===== config.mk =====
export PLATFORM = sky130hd
export DESIGN_NAME = bis_blend
export DESIGN_NICKNAME = d
export VERILOG_FILES = /design/src/bis_pkg.sv /design/src/bis_blend.sv
export SDC_FILE = /design/constraint.sdc
export NUM_CORES = 1
export LEC_CHECK = 0
export BUFFER_PORTS_ARGS = -buffer_cell sky130_fd_sc_hd__buf_2
export CELL_PAD_IN_SITES_DETAIL_PLACEMENT = 1
export CELL_PAD_IN_SITES_GLOBAL_PLACEMENT = 1
export CORE_ASPECT_RATIO = 0.75
export CORE_MARGIN = 2
export CORE_UTILIZATION = 55
export CTS_BUF_LIST = sky130_fd_sc_hd__clkbuf_2 sky130_fd_sc_hd__clkbuf_4 sky130_fd_sc_hd__clkbuf_8
export DETAILED_ROUTE_END_ITERATION = 12
export PLACE_DENSITY_LB_ADDON = 0.1
export SLEW_MARGIN = 30
export SYNTH_ARGS = -nofsm -noshare
export SYNTH_HDL_FRONTEND = slang
export SYNTH_SLANG_ARGS = --single-unit

===== constraint.sdc =====
create_clock -name clk_i -period 15.9 [get_ports clk_i]
set_input_delay 0.795 -clock clk_i [delete_from_list [all_inputs] [get_ports clk_i]]
set_output_delay 0.795 -clock clk_i [all_outputs]
set_load 0.005 [all_outputs]

===== src/bis_pkg.sv =====
// ----------------------------------------------------------------------------
// bis_pkg
// Shared constants, codes and request types of the bilinear image scaler.
// ----------------------------------------------------------------------------
package bis_pkg;

  localparam int CoordW    = 12;   // column / row fields
  localparam int PixW      = 8;    // gray value
  localparam int SrcRegW   = 9;    // src_width / src_height registers
  localparam int DstRegW   = 13;   // dst_width / dst_height registers
  localparam int CfgDataW  = 13;   // widest register
  localparam int CfgIdxW   = 2;
  localparam int DstMax    = 4096;

  localparam int DefMaxSrcWidth  = 256;
  localparam int DefMaxSrcHeight = 256;
  localparam int DefFracBits     = 8;

  localparam logic [SrcRegW-1:0] SrcWidthRst  = SrcRegW'(256);
  localparam logic [SrcRegW-1:0] SrcHeightRst = SrcRegW'(256);
  localparam logic [DstRegW-1:0] DstWidthRst  = DstRegW'(512);
  localparam logic [DstRegW-1:0] DstHeightRst = DstRegW'(512);

  typedef enum logic [CfgIdxW-1:0] {
    CfgSrcWidth  = 2'd0,
    CfgSrcHeight = 2'd1,
    CfgDstWidth  = 2'd2,
    CfgDstHeight = 2'd3
  } bis_cfg_idx_e;

  localparam logic KindWrite = 1'b0;
  localparam logic KindQuery = 1'b1;

  // item riding along the pipeline
  typedef struct packed {
    logic              kind;
    logic [CoordW-1:0] col;
    logic [CoordW-1:0] row;
    logic [PixW-1:0]   pixel;
    logic              wr_ok;
  } bis_item_t;

  typedef struct packed {
    logic              en;
    logic [CoordW-1:0] col;
    logic [CoordW-1:0] row;
    logic [PixW-1:0]   data;
  } bis_wr_req_t;

  typedef struct packed {
    logic [CoordW-1:0] x0;
    logic [CoordW-1:0] x1;
    logic [CoordW-1:0] y0;
    logic [CoordW-1:0] y1;
  } bis_rd_req_t;

  typedef struct packed {
    logic [PixW-1:0] p00;
    logic [PixW-1:0] p10;
    logic [PixW-1:0] p01;
    logic [PixW-1:0] p11;
  } bis_quad_t;

endpackage


===== src/bis_blend.sv =====
// ----------------------------------------------------------------------------
// bis_blend
// Horizontal blend of both rows (registered), then vertical blend with
// round half up. The vertical result is left for the output register.
// ----------------------------------------------------------------------------
module bis_blend
  import bis_pkg::*;
#(
  parameter int FRAC = DefFracBits
) (
  input  logic            clk_i,
  input  logic            en_i,
  input  bis_quad_t       quad_i,
  input  logic [FRAC-1:0] fx_i,
  input  logic [FRAC-1:0] fy_i,
  output logic [PixW-1:0] value_o
);

  localparam int RowW = PixW + FRAC;
  localparam int MulW = RowW + 1;
  localparam int SumW = PixW + 2 * FRAC + 1;

  logic [FRAC:0]     wx0;
  logic [FRAC:0]     wx1;
  logic [MulW-1:0]   top_w;
  logic [MulW-1:0]   bot_w;
  logic [RowW-1:0]   top_q;
  logic [RowW-1:0]   bot_q;
  logic [FRAC-1:0]   fy_q;
  logic [FRAC:0]     wy0;
  logic [FRAC:0]     wy1;
  logic [SumW-1:0]   sum;
  logic [PixW:0]     rnd;

  assign wx0 = {1'b1, {FRAC{1'b0}}} - {1'b0, fx_i};
  assign wx1 = {1'b0, fx_i};

  assign top_w = MulW'(quad_i.p00) * MulW'(wx0) + MulW'(quad_i.p10) * MulW'(wx1);
  assign bot_w = MulW'(quad_i.p01) * MulW'(wx0) + MulW'(quad_i.p11) * MulW'(wx1);

  always_ff @(posedge clk_i) begin
    if (en_i) begin
      top_q <= top_w[RowW-1:0];
      bot_q <= bot_w[RowW-1:0];
      fy_q  <= fy_i;
    end
  end

  assign wy0 = {1'b1, {FRAC{1'b0}}} - {1'b0, fy_q};
  assign wy1 = {1'b0, fy_q};

  assign sum = SumW'(top_q) * SumW'(wy0) + SumW'(bot_q) * SumW'(wy1)
             + (SumW'(1) << (2 * FRAC - 1));
  assign rnd = (PixW + 1)'(sum >> (2 * FRAC));

  assign value_o = rnd[PixW] ? {PixW{1'b1}} : rnd[PixW-1:0];

endmodule


==> summary.txt <==
OUTCOME
--------------------------------------------------------------------------------------------------------
Run status ................................................................................ finished, final reports clean

GLOBAL ROUTE
--------------------------------------------------------------------------------------------------------
Global-route congestion overflow total ....................................................            0
Number of global-route vias before repair .................................................        15.6k
All-Layer GR Usage ........................................................................        31.5%
Pin count of the biggest net entering global routing ......................................           41
Initial antenna violation count ...........................................................            1
Wire length of the first global-routing pass ..............................................      85.7 mm

WORST SETUP PATH
--------------------------------------------------------------------------------------------------------
Number of cells on the critical path ......................................................           26
Path type of the worst setup path .........................................................   reg -> out
Longest individual stage delay on the worst path ..........................................      0.94 ns
Crit path max-delay family ................................................................  adder cells
CP most frequent cell ..................................................................... sky130_fd_sc_hd__fa_1
Combined buffer and inverter count along the critical path ................................            7
Crit path arrival time ....................................................................      7.97 ns
Worst endpoint required time ..............................................................     15.11 ns
Endpoint kind of the worst setup timing path ..............................................  output port
Slowest cell on crit path ................................................................. sky130_fd_sc_hd__edfxtp_1
Worst-path maximum fanout .................................................................           19
Startpoint kind of the worst setup timing path ............................................     register

CELLS AND AREA
--------------------------------------------------------------------------------------------------------
Layout cells sized above 1 ................................................................        4.89%
Number of filler instances in the final layout ............................................         3985
Combined area of the multi-input logic cells ..............................................  15600 sq um
Most frequent cells in the layout ......................................................... sky130_fd_sc_hd__inv_1 (581), sky130_fd_sc_hd__fa_1 (424), sky130_fd_sc_hd__and2_1 (327)
Most common cell after layout, fill and taps aside ........................................ sky130_fd_sc_hd__inv_1
Synth-to-Final Area Change ................................................................        4.88%
Reg area ..................................................................................   1200 sq um
Final nets ................................................................................         2798

PLACED DESIGN
--------------------------------------------------------------------------------------------------------
Final HPWL from detailed placement ........................................................      46.9 mm
Routability Congestion ....................................................................        0.884
Port Buf Inserts ..........................................................................           57

TIMING
--------------------------------------------------------------------------------------------------------
Final setup violation count ...............................................................            0
Final critical-path share of the clock period .............................................        55.1%
Setup TNS after final layout ..............................................................         0 ns
Unrepaired setup endpoints after global routing ...........................................           no
Number of hold violations in the final report .............................................            0
Relative slew margins .....................................................................        40.8%
Number of pins exceeding their max-slew limit in the final report .........................            0
Period minus WS final .....................................................................      8.76 ns
Maximum clock frequency ...................................................................    0.114 GHz
Slew at the pin with the worst max-slew slack .............................................     0.889 ns

FLOORPLAN
--------------------------------------------------------------------------------------------------------
Starting utilization of the core area .....................................................        55.5%
Area of the core ..........................................................................  34500 sq um
Area enclosed by the die boundary .........................................................  36300 sq um
Ports .....................................................................................           58
Die H .....................................................................................       165 um
Standard-cell rows ........................................................................           59
X dimension of the die ....................................................................       219 um

CLOCK NETWORK
--------------------------------------------------------------------------------------------------------
TritonCTS clock tree ......................................................................        built
Num CTS Buffers ...........................................................................            5
Max Buffers Root-to-Sink ..................................................................            2
Post-CTS clock slew at the launch and capture registers of the worst setup and hold paths .      0.10 ns
Hold-fix buffers, CTS .....................................................................            0
Post-CTS Setup Bufs .......................................................................            0
Cell at the root of the clock tree ........................................................ sky130_fd_sc_hd__clkbuf_8
Num Clock Sinks ...........................................................................           40
Maximum level of the CTS H-tree ...........................................................            2
Post-cts repair resize count ..............................................................            0

LOGIC SYNTHESIS
--------------------------------------------------------------------------------------------------------
Combined area of all synthesized cells ....................................................  19100 sq um
Most used flip-flop cell after synthesis .................................................. sky130_fd_sc_hd__edfxtp_1
Share of the synthesized area in the top cell type ........................................        44.4%
Flop and latch count out of synthesis .....................................................           40
Number of flops mapped to enable cells by yosys ...........................................           40
Synthesis Warnings ........................................................................            0
Post-synthesis cell count .................................................................         2084
Cell type with the highest aggregate area in the netlist .................................. sky130_fd_sc_hd__fa_1
Synth unique cells ........................................................................           48
Async set or reset register ratio after synthesis .........................................           0%
Post-Synthesis Mean Instance Area .........................................................   9.18 sq um
Post-synthesis sequential area ratio ......................................................        6.28%
Largest cells by area after synthesis ..................................................... sky130_fd_sc_hd__fa_1 (44%), sky130_fd_sc_hd__ha_1 (14%), sky130_fd_sc_hd__inv_1 (11%)
Net count after synthesis .................................................................         2775

MIN PATH
--------------------------------------------------------------------------------------------------------
Hold Path Stages ..........................................................................            1
Min-delay worst type ......................................................................    in -> reg

ROUTING
--------------------------------------------------------------------------------------------------------
Total met3 wirelength after detailed routing ..............................................      4.24 mm
Detailed-route wire length on metal 1 .....................................................      24.6 mm
Drt via density ...........................................................................         5.32
Post-route ant nets .......................................................................            0
Via Count .................................................................................        13.7k
Routed length per instance ................................................................      21.2 um
Highest signal layer in the routed design .................................................         met4
Initial DRC count .........................................................................          805
Met2 wire len .............................................................................      25.1 mm
Total length of routed wires ..............................................................      54.4 mm
First-pass detailed-route iteration total .................................................            5
Detailed-route DRC error count ............................................................            0

JOB
--------------------------------------------------------------------------------------------------------
Number of max-cap violations ..............................................................            0

==> cell families after synthesis <==
kind of cell | synth area share (%)
AND/OR/NAND/NOR | 17.2
flip-flops | 6.28
adder cells (fa/ha/maj) | 58.6
XOR/XNOR | 2.70
buffers and inverters | 12.6
AO/OA/AOI/OAI | 2.68
==> metrics by stage <==
step / area, sq um / std cells / setup slack (ns) / util, % / hold WS (ns)
6_report: 20100 / 2567 / 7.14 / 58.2 / 0.635
5_1_grt: 20100 / 2566 / 6.76 / 58.2 / 0.614
3_5_place_dp: 19900 / 2557 / 7.51 / 57.8 / 0.973
3_3_place_gp: 19900 / 2557 / 7.63 / 57.7 / 0.976
4_1_cts: 20000 / 2565 / 7.12 / 58.1 / 0.619
2_1_floorplan: 19100 / 2084 / 8.24 / - / 0.894
==> sequential cells by signal (all words and copies together) (netlist names) <==
name and flops:
top_q 16, bot_q 16, fy_q 8
==> layer usage <==
metal  track usage, %  vias up
met2             49.2      354
met5                0        -
met4             4.15        0
met3             9.16       46
met1             44.8     7181
li1                 -     6078
==> synthesized netlist by cell type, types with 2 or more instances <==
cell type and number:
sky130_fd_sc_hd__nand3b_1 2, sky130_fd_sc_hd__and2_1 327, sky130_fd_sc_hd__o31a_1 2, sky130_fd_sc_hd__nor3_1 17, sky130_fd_sc_hd__o211ai_1 4, sky130_fd_sc_hd__nor2b_1 3, sky130_fd_sc_hd__a211o_1 2, sky130_fd_sc_hd__buf_1 9
sky130_fd_sc_hd__nor2_1 18, sky130_fd_sc_hd__xnor2_1 40, sky130_fd_sc_hd__o21a_1 4, sky130_fd_sc_hd__nor4_1 3, sky130_fd_sc_hd__nand2_1 238, sky130_fd_sc_hd__fa_1 424, sky130_fd_sc_hd__o21ai_0 9, sky130_fd_sc_hd__or3_1 3
sky130_fd_sc_hd__inv_1 581, sky130_fd_sc_hd__xor2_1 19, sky130_fd_sc_hd__or2_2 2, sky130_fd_sc_hd__a31oi_1 5, sky130_fd_sc_hd__ha_1 217, sky130_fd_sc_hd__o21bai_1 4, sky130_fd_sc_hd__o21ai_1 2, sky130_fd_sc_hd__edfxtp_1 40
sky130_fd_sc_hd__a21o_1 6, sky130_fd_sc_hd__nand3_1 9, sky130_fd_sc_hd__clkbuf_1 51, sky130_fd_sc_hd__a21oi_1 20, sky130_fd_sc_hd__and3_1 4
==> final timing paths <==
check / startpoint / end / slack [ns]
hold / removal: fy_i[6] / fy_q[6] / 0.63
setup / recovery: fy_q[3] / value_o[7] / 7.14
==> layout make-up <==
type / instances / share of cell area [%]
Tap cell: 457 / 2.85
Clock inverter: 2 / 0.0811
Multi-Input combinational cell: 1403 / 77.7
Clock buffer: 6 / 0.381
Sequential cell: 40 / 5.99
Inverter: 581 / 10.9
Timing Repair Buffer: 76 / 2.15
Antenna cell: 2 / 0.0250
Power is left out: the tool's default activity adds up to more than one toggle a clock period on the data nets, which glitch-free logic cannot reach.
