==> config.mk <==
export PLATFORM = sky130hd
export DESIGN_NAME = bis_divider
export DESIGN_NICKNAME = d
export VERILOG_FILES = /design/src/bis_pkg.sv /design/src/bis_divider.sv
export SDC_FILE = /design/constraint.sdc
export NUM_CORES = 1
export LEC_CHECK = 0
export BUFFER_PORTS_ARGS = -buffer_cell sky130_fd_sc_hd__buf_2
export CORE_UTILIZATION = 35
export DETAILED_ROUTE_END_ITERATION = 12
export PLACE_DENSITY_LB_ADDON = 0.05
export RECOVER_POWER = 25
export SETUP_SLACK_MARGIN = 0.02
export SYNTH_ARGS = -nofsm -noshare
export SYNTH_HDL_FRONTEND = slang
export SYNTH_SLANG_ARGS = --single-unit
export TNS_END_PERCENT = 1
==> constraint.sdc <==
create_clock -name clk_i -period 14.25 [get_ports clk_i]
set_input_delay 1.425 -clock clk_i [delete_from_list [all_inputs] [get_ports clk_i]]
set_output_delay 1.425 -clock clk_i [all_outputs]
set_load 0.005 [all_outputs]
==> src/bis_pkg.sv <==
// ----------------------------------------------------------------------------
// bis_pkg
// Shared constants, codes and request types of the bilinear image scaler.
// ----------------------------------------------------------------------------
package bis_pkg;

  localparam int CoordW    = 12;   // column / row fields
  localparam int PixW      = 8;    // gray value
  localparam int SrcRegW   = 9;    // src_width / src_height registers
  localparam int DstRegW   = 13;   // dst_width / dst_height registers
  localparam int CfgDataW  = 13;   // widest register
  localparam int CfgIdxW   = 2;
  localparam int DstMax    = 4096;

  localparam int DefMaxSrcWidth  = 256;
  localparam int DefMaxSrcHeight = 256;
  localparam int DefFracBits     = 8;

  localparam logic [SrcRegW-1:0] SrcWidthRst  = SrcRegW'(256);
  localparam logic [SrcRegW-1:0] SrcHeightRst = SrcRegW'(256);
  localparam logic [DstRegW-1:0] DstWidthRst  = DstRegW'(512);
  localparam logic [DstRegW-1:0] DstHeightRst = DstRegW'(512);

  typedef enum logic [CfgIdxW-1:0] {
    CfgSrcWidth  = 2'd0,
    CfgSrcHeight = 2'd1,
    CfgDstWidth  = 2'd2,
    CfgDstHeight = 2'd3
  } bis_cfg_idx_e;

  localparam logic KindWrite = 1'b0;
  localparam logic KindQuery = 1'b1;

  // item riding along the pipeline
  typedef struct packed {
    logic              kind;
    logic [CoordW-1:0] col;
    logic [CoordW-1:0] row;
    logic [PixW-1:0]   pixel;
    logic              wr_ok;
  } bis_item_t;

  typedef struct packed {
    logic              en;
    logic [CoordW-1:0] col;
    logic [CoordW-1:0] row;
    logic [PixW-1:0]   data;
  } bis_wr_req_t;

  typedef struct packed {
    logic [CoordW-1:0] x0;
    logic [CoordW-1:0] x1;
    logic [CoordW-1:0] y0;
    logic [CoordW-1:0] y1;
  } bis_rd_req_t;

  typedef struct packed {
    logic [PixW-1:0] p00;
    logic [PixW-1:0] p10;
    logic [PixW-1:0] p01;
    logic [PixW-1:0] p11;
  } bis_quad_t;

endpackage

==> src/bis_divider.sv <==
// ----------------------------------------------------------------------------
// bis_divider
// Pipelined restoring divider, two quotient bits per stage. Computes
// (num << SHIFT) / den; the caller guarantees the quotient fits QB bits.
// ----------------------------------------------------------------------------
module bis_divider
  import bis_pkg::*;
#(
  parameter int NUM_W = 20,
  parameter int SHIFT = 8,
  parameter int QB    = 16
) (
  input  logic              clk_i,
  input  logic              en_i,
  input  logic [NUM_W-1:0]  num_i,
  input  logic [CoordW-1:0] den_i,
  output logic [QB-1:0]     quo_o
);

  localparam int NW  = NUM_W + SHIFT;
  localparam int NS  = (QB + 1) / 2;
  localparam int QBP = 2 * NS;

  logic [NW-1:0]     n_full;
  logic [CoordW-1:0] rem0;
  logic [CoordW-1:0] rem_q [NS];
  logic [QBP-1:0]    low_q [NS];
  logic [QBP-1:0]    quo_q [NS];

  assign n_full = {num_i, {SHIFT{1'b0}}};
  // partial remainder above the quotient bits is below den by construction
  assign rem0   = CoordW'(n_full >> QBP);

  for (genvar s = 0; s < NS; s++) begin : g_stage
    logic [CoordW-1:0] r_in;
    logic [CoordW-1:0] r_mid;
    logic [CoordW-1:0] r_out;
    logic [QBP-1:0]    l_in;
    logic [QBP-1:0]    q_in;
    logic [CoordW:0]   t0;
    logic [CoordW:0]   t1;
    logic              b0;
    logic              b1;

    if (s == 0) begin : g_first
      assign r_in = rem0;
      assign l_in = n_full[QBP-1:0];
      assign q_in = '0;
    end else begin : g_next
      assign r_in = rem_q[s-1];
      assign l_in = low_q[s-1];
      assign q_in = quo_q[s-1];
    end

    always_comb begin
      t0    = {r_in, l_in[QBP-1]};
      b0    = (t0 >= {1'b0, den_i});
      r_mid = b0 ? CoordW'(t0 - {1'b0, den_i}) : t0[CoordW-1:0];
      t1    = {r_mid, l_in[QBP-2]};
      b1    = (t1 >= {1'b0, den_i});
      r_out = b1 ? CoordW'(t1 - {1'b0, den_i}) : t1[CoordW-1:0];
    end

    always_ff @(posedge clk_i) begin
      if (en_i) begin
        rem_q[s] <= r_out;
        low_q[s] <= {l_in[QBP-3:0], 2'b00};
        quo_q[s] <= {q_in[QBP-3:0], b0, b1};
      end
    end
  end

  assign quo_o = quo_q[NS-1][QB-1:0];

endmodule

==> flow_metrics.env <==
export IMPL_outcome="finished with violations"
export IMPL_violations="max-capacitance violations, max-slew violations"
export IMPL_syn_area_mm2=0.01497
export IMPL_start_kind="input pin"
export IMPL_critPathCaptureType="flop"
export IMPL_synthDominantCellAreaShare_pct=33.69
export IMPL_relSlewSlack_pct=-340.2
export IMPL_critPathRequiredTime_ns=14.38
export IMPL_ff2ff_path_depth=17
export IMPL_fp_coreArea_mm2=0.04204
export IMPL_wirelength_um=38700
export IMPL_slew_violations=116
export IMPL_hold_viol_final=0
export IMPL_grt_max_degree=116
export IMPL_critPathBufInv=2
export IMPL_period_minus_slack_ns=7.181
export IMPL_drc=0
export IMPL_synth_flop_cell="edfxtp_1"
export IMPL_async_reset_ff_share_pct=0
export IMPL_worstHoldPathCells=0
export IMPL_place_area_mm2=0.01598
export IMPL_rsz0062_at_grt="false"
export IMPL_r2r_end="rem_q[1][8]"
export IMPL_path_max_fanout=115
export IMPL_r2r_start="rem_q[0][0]"
export IMPL_core_rowCount=75
export IMPL_r2r_setup_slack_ns=8.50
export IMPL_ys_seq_elements=168
export IMPL_avgSynthCellArea_um2=10.02
export IMPL_max_stage_delay_ns=4.52
export IMPL_grt_pass1_vias=11130
export IMPL_dpl_hpwl_um=27960
export IMPL_antenna_found_initial=0
export IMPL_fin_skew_ns=0.01203
export IMPL_setup_tns_ns=0
export IMPL_critPathKind="in2reg"
export IMPL_holdBufCountCts=0
export IMPL_hold_start="quo_q[0][50]"
export IMPL_min_path_type="reg2reg"
export IMPL_cts_resized=0
export IMPL_routedWlPerCell_um=18.33
export IMPL_ys_seq_area_share_pct=33.69
export IMPL_cts_root_buf="clkbuf_16"
export IMPL_cts_sinks=168
export IMPL_dieArea_mm2=0.04361
export IMPL_worst_slew_pin_slew_ns=6.603
export IMPL_holdPathEnd="quo_q[1][4]"
export IMPL_area_delta_synth_final_pct=10.40
export IMPL_pin_count=50
export IMPL_via_per_inst=5.375
export IMPL_diodes=0
export IMPL_cts_buffer_depth=2
export IMPL_io_buffers=49
export IMPL_grt_pass1_wl_um=61640
export IMPL_synthTopCellsByArea="edfxtp_1 (34%), ha_1 (16%), mux2_2 (8.0%)"
export IMPL_vias=11350
export IMPL_grt_ovfl_total=0
export IMPL_clkLatencyLatePin_ns=0.50
export IMPL_crit_path_top_delay_cell="clkbuf_1"
export IMPL_fmax_mhz=139.3
export IMPL_synth_edff_count=168
export IMPL_fin_crit_sh_pct=50.39
export IMPL_grt_usage_pct=18.39
export IMPL_h_tree_depth=4
export IMPL_cp_top_family="buffers and inverters"
export IMPL_cts_buffers=17
export IMPL_initial_core_util_pct=35.62
export IMPL_post_cts_setup_buffers=0
export IMPL_setup_violations=0
export IMPL_postSynthCellCount=1495
export IMPL_gp_congestion=0.8110
export IMPL_worstPathCellList="clkbuf_1 -> buf_4"
export IMPL_path_clk_slew_ns=0.07
export IMPL_synth_cell_types=75
export IMPL_dr_pass1_iters=7
export IMPL_drt_iter0_markers=553
export IMPL_cts_tree="yes"
export IMPL_arrival_ns=7.31
export IMPL_fin_area_mm2=0.01653
export IMPL_cap_violations=1
export IMPL_nets=1795
export IMPL_yosysTopAreaCell="edfxtp_1"
export IMPL_fp_dieH_um=208.8
export IMPL_drtAntennaViolNets=0
export IMPL_drive_gt1_share_pct=15.32
export IMPL_yosysWarnings=0
export IMPL_syn_nets=1729
export IMPL_chipWidth_um=208.8
## worst reg2reg max path, cell delays in order (launching register included)
cell and delay, ns:
edfxtp_1 0.44, ha_1 0.32, nor2b_1 0.14, o31a_1 0.27, o31a_1 0.32, nor4b_1 0.30, nor2_1 0.13, o32ai_2 0.53
mux2_2 0.43, ha_1 0.35, a21o_1 0.22, a21o_1 0.17, a21oi_1 0.13, nor2b_1 0.05, o21ai_0 0.22, a31oi_1 0.14
nor3_2 0.89, mux2_2 0.42
## placed cells by master, fill, tap and decap left out, types with 6 or more instances in the layout
cell type / netlist / layout
o41ai_1: 6 / 6
inv_1: 74 / 73
o31ai_1: 7 / 7
buf_4: 0 / 21
a211oi_1: 14 / 13
a21o_1: 36 / 36
a31oi_1: 9 / 9
a31o_2: 7 / 7
or2_2: 10 / 10
edfxtp_1: 168 / 168
nand2_1: 77 / 77
mux2i_1: 12 / 12
xor2_1: 39 / 39
and3_1: 6 / 6
o21ai_0: 94 / 94
mux2_4: 7 / 7
and2_1: 7 / 7
clkbuf_16: 0 / 17
nor3_1: 41 / 41
ha_1: 188 / 188
nand3_1: 23 / 23
nand2b_1: 20 / 20
nor2b_1: 24 / 24
nand4_1: 23 / 23
o21a_1: 26 / 26
mux2_2: 106 / 106
buf_2: 10 / 48
o21bai_1: 15 / 15
xnor2_1: 83 / 83
a21oi_1: 113 / 113
or3_1: 10 / 10
o31a_1: 12 / 12
nor2_1: 123 / 123
fa_1: 12 / 12
## cell usage after synthesis, types with 5 or more instances
| master | number |
|---|---|
| inv_1 | 74 |
| a211oi_1 | 14 |
| a21oi_1 | 113 |
| and3_1 | 6 |
| nand4_1 | 23 |
| fa_1 | 12 |
| o21ai_1 | 5 |
| o21bai_1 | 15 |
| edfxtp_1 | 168 |
| o31ai_1 | 7 |
| and2_1 | 7 |
| a211o_1 | 5 |
| a21o_1 | 36 |
| clkbuf_1 | 9 |
| nor2_1 | 123 |
| nand2b_1 | 20 |
| or3_1 | 10 |
| a21boi_0 | 5 |
| xor2_1 | 39 |
| nor3_1 | 41 |
| mux2_4 | 7 |
| nand3_1 | 23 |
| o21ai_0 | 94 |
| o41ai_1 | 6 |
| or2_2 | 10 |
| ha_1 | 188 |
| buf_2 | 10 |
| o31a_1 | 12 |
| a31o_2 | 7 |
| mux2i_1 | 12 |
| nand2_1 | 77 |
| o21a_1 | 26 |
| xnor2_1 | 83 |
| mux2_2 | 106 |
| a31oi_1 | 9 |
| nor2b_1 | 24 |
## layout make-up
class / instances / area (um2)
fillers: 4172 / 25510
multi-input cells: 1229 / 9567
flip-flops and latches: 168 / 5045
well taps: 539 / 674.4
clock buffers: 19 / 432.9
repair buffers: 70 / 401.6
inverters: 75 / 281.5
clock inverters: 12 / 128.9
## flip-flops by register name, indices dropped and copies added (netlist names)
name and count:
low_q 12, quo_q 72, rem_q 84
## worst max-delay path by stage
stage / startpoint / endpoint / slack [ns] / depth (start not counted)
final: en_i / rem_q[2][5] / 7.07 / 2
after floorplan: den_i[1] / rem_q[1][10] / 7.52 / 20
after detailed placement: den_i[1] / rem_q[1][7] / 6.84 / 20
after global routing: en_i / rem_q[2][6] / 6.38 / 2
after CTS: den_i[1] / rem_q[1][4] / 7.38 / 20
after global placement: den_i[1] / rem_q[1][2] / 6.94 / 20
## per-layer routing
| layer | GRT usage, % | vias to the layer above | wire length (um) |
|---|---|---|---|
| met3 | 3.502 | 34 | 871 |
| met2 | 29.25 | 129 | 17610 |
| met5 | 0 | - | 0 |
| li1 | - | 5774 | - |
| met4 | 5.857 | 0 | 690 |
| met1 | 25.07 | 5415 | 19530 |
## per-stage QoR
step	std cells	hold slack [ns]	worst slack [ns]	utilization [%]
5_1_grt	2112	0.4230	6.382	39.32
3_3_place_gp	2081	0.4009	6.944	38.01
4_1_cts	2112	0.4210	7.382	39.35
3_5_place_dp	2081	0.4052	6.839	38.01
6_report	2112	0.4188	7.069	39.32
2_1_floorplan	1495	0.4003	7.517	-
## cells by family (layout without fill, tap and decap cells)
group | count (synthesis) | in the layout | share of synthesized area (%)
AO/OA/AOI/OAI | 400 | 400 | 17.36
XOR/XNOR | 122 | 122 | 7.136
adder cells (fa/ha/maj) | 200 | 200 | 17.31
buffers and inverters | 98 | 176 | 2.691
flip-flops | 168 | 168 | 33.69
multiplexers | 127 | 127 | 9.626
AND/OR/NAND/NOR | 380 | 380 | 12.18
Power is not shown: default switching activity piles up to over one toggle a cycle in this logic, so the estimate is an artifact.
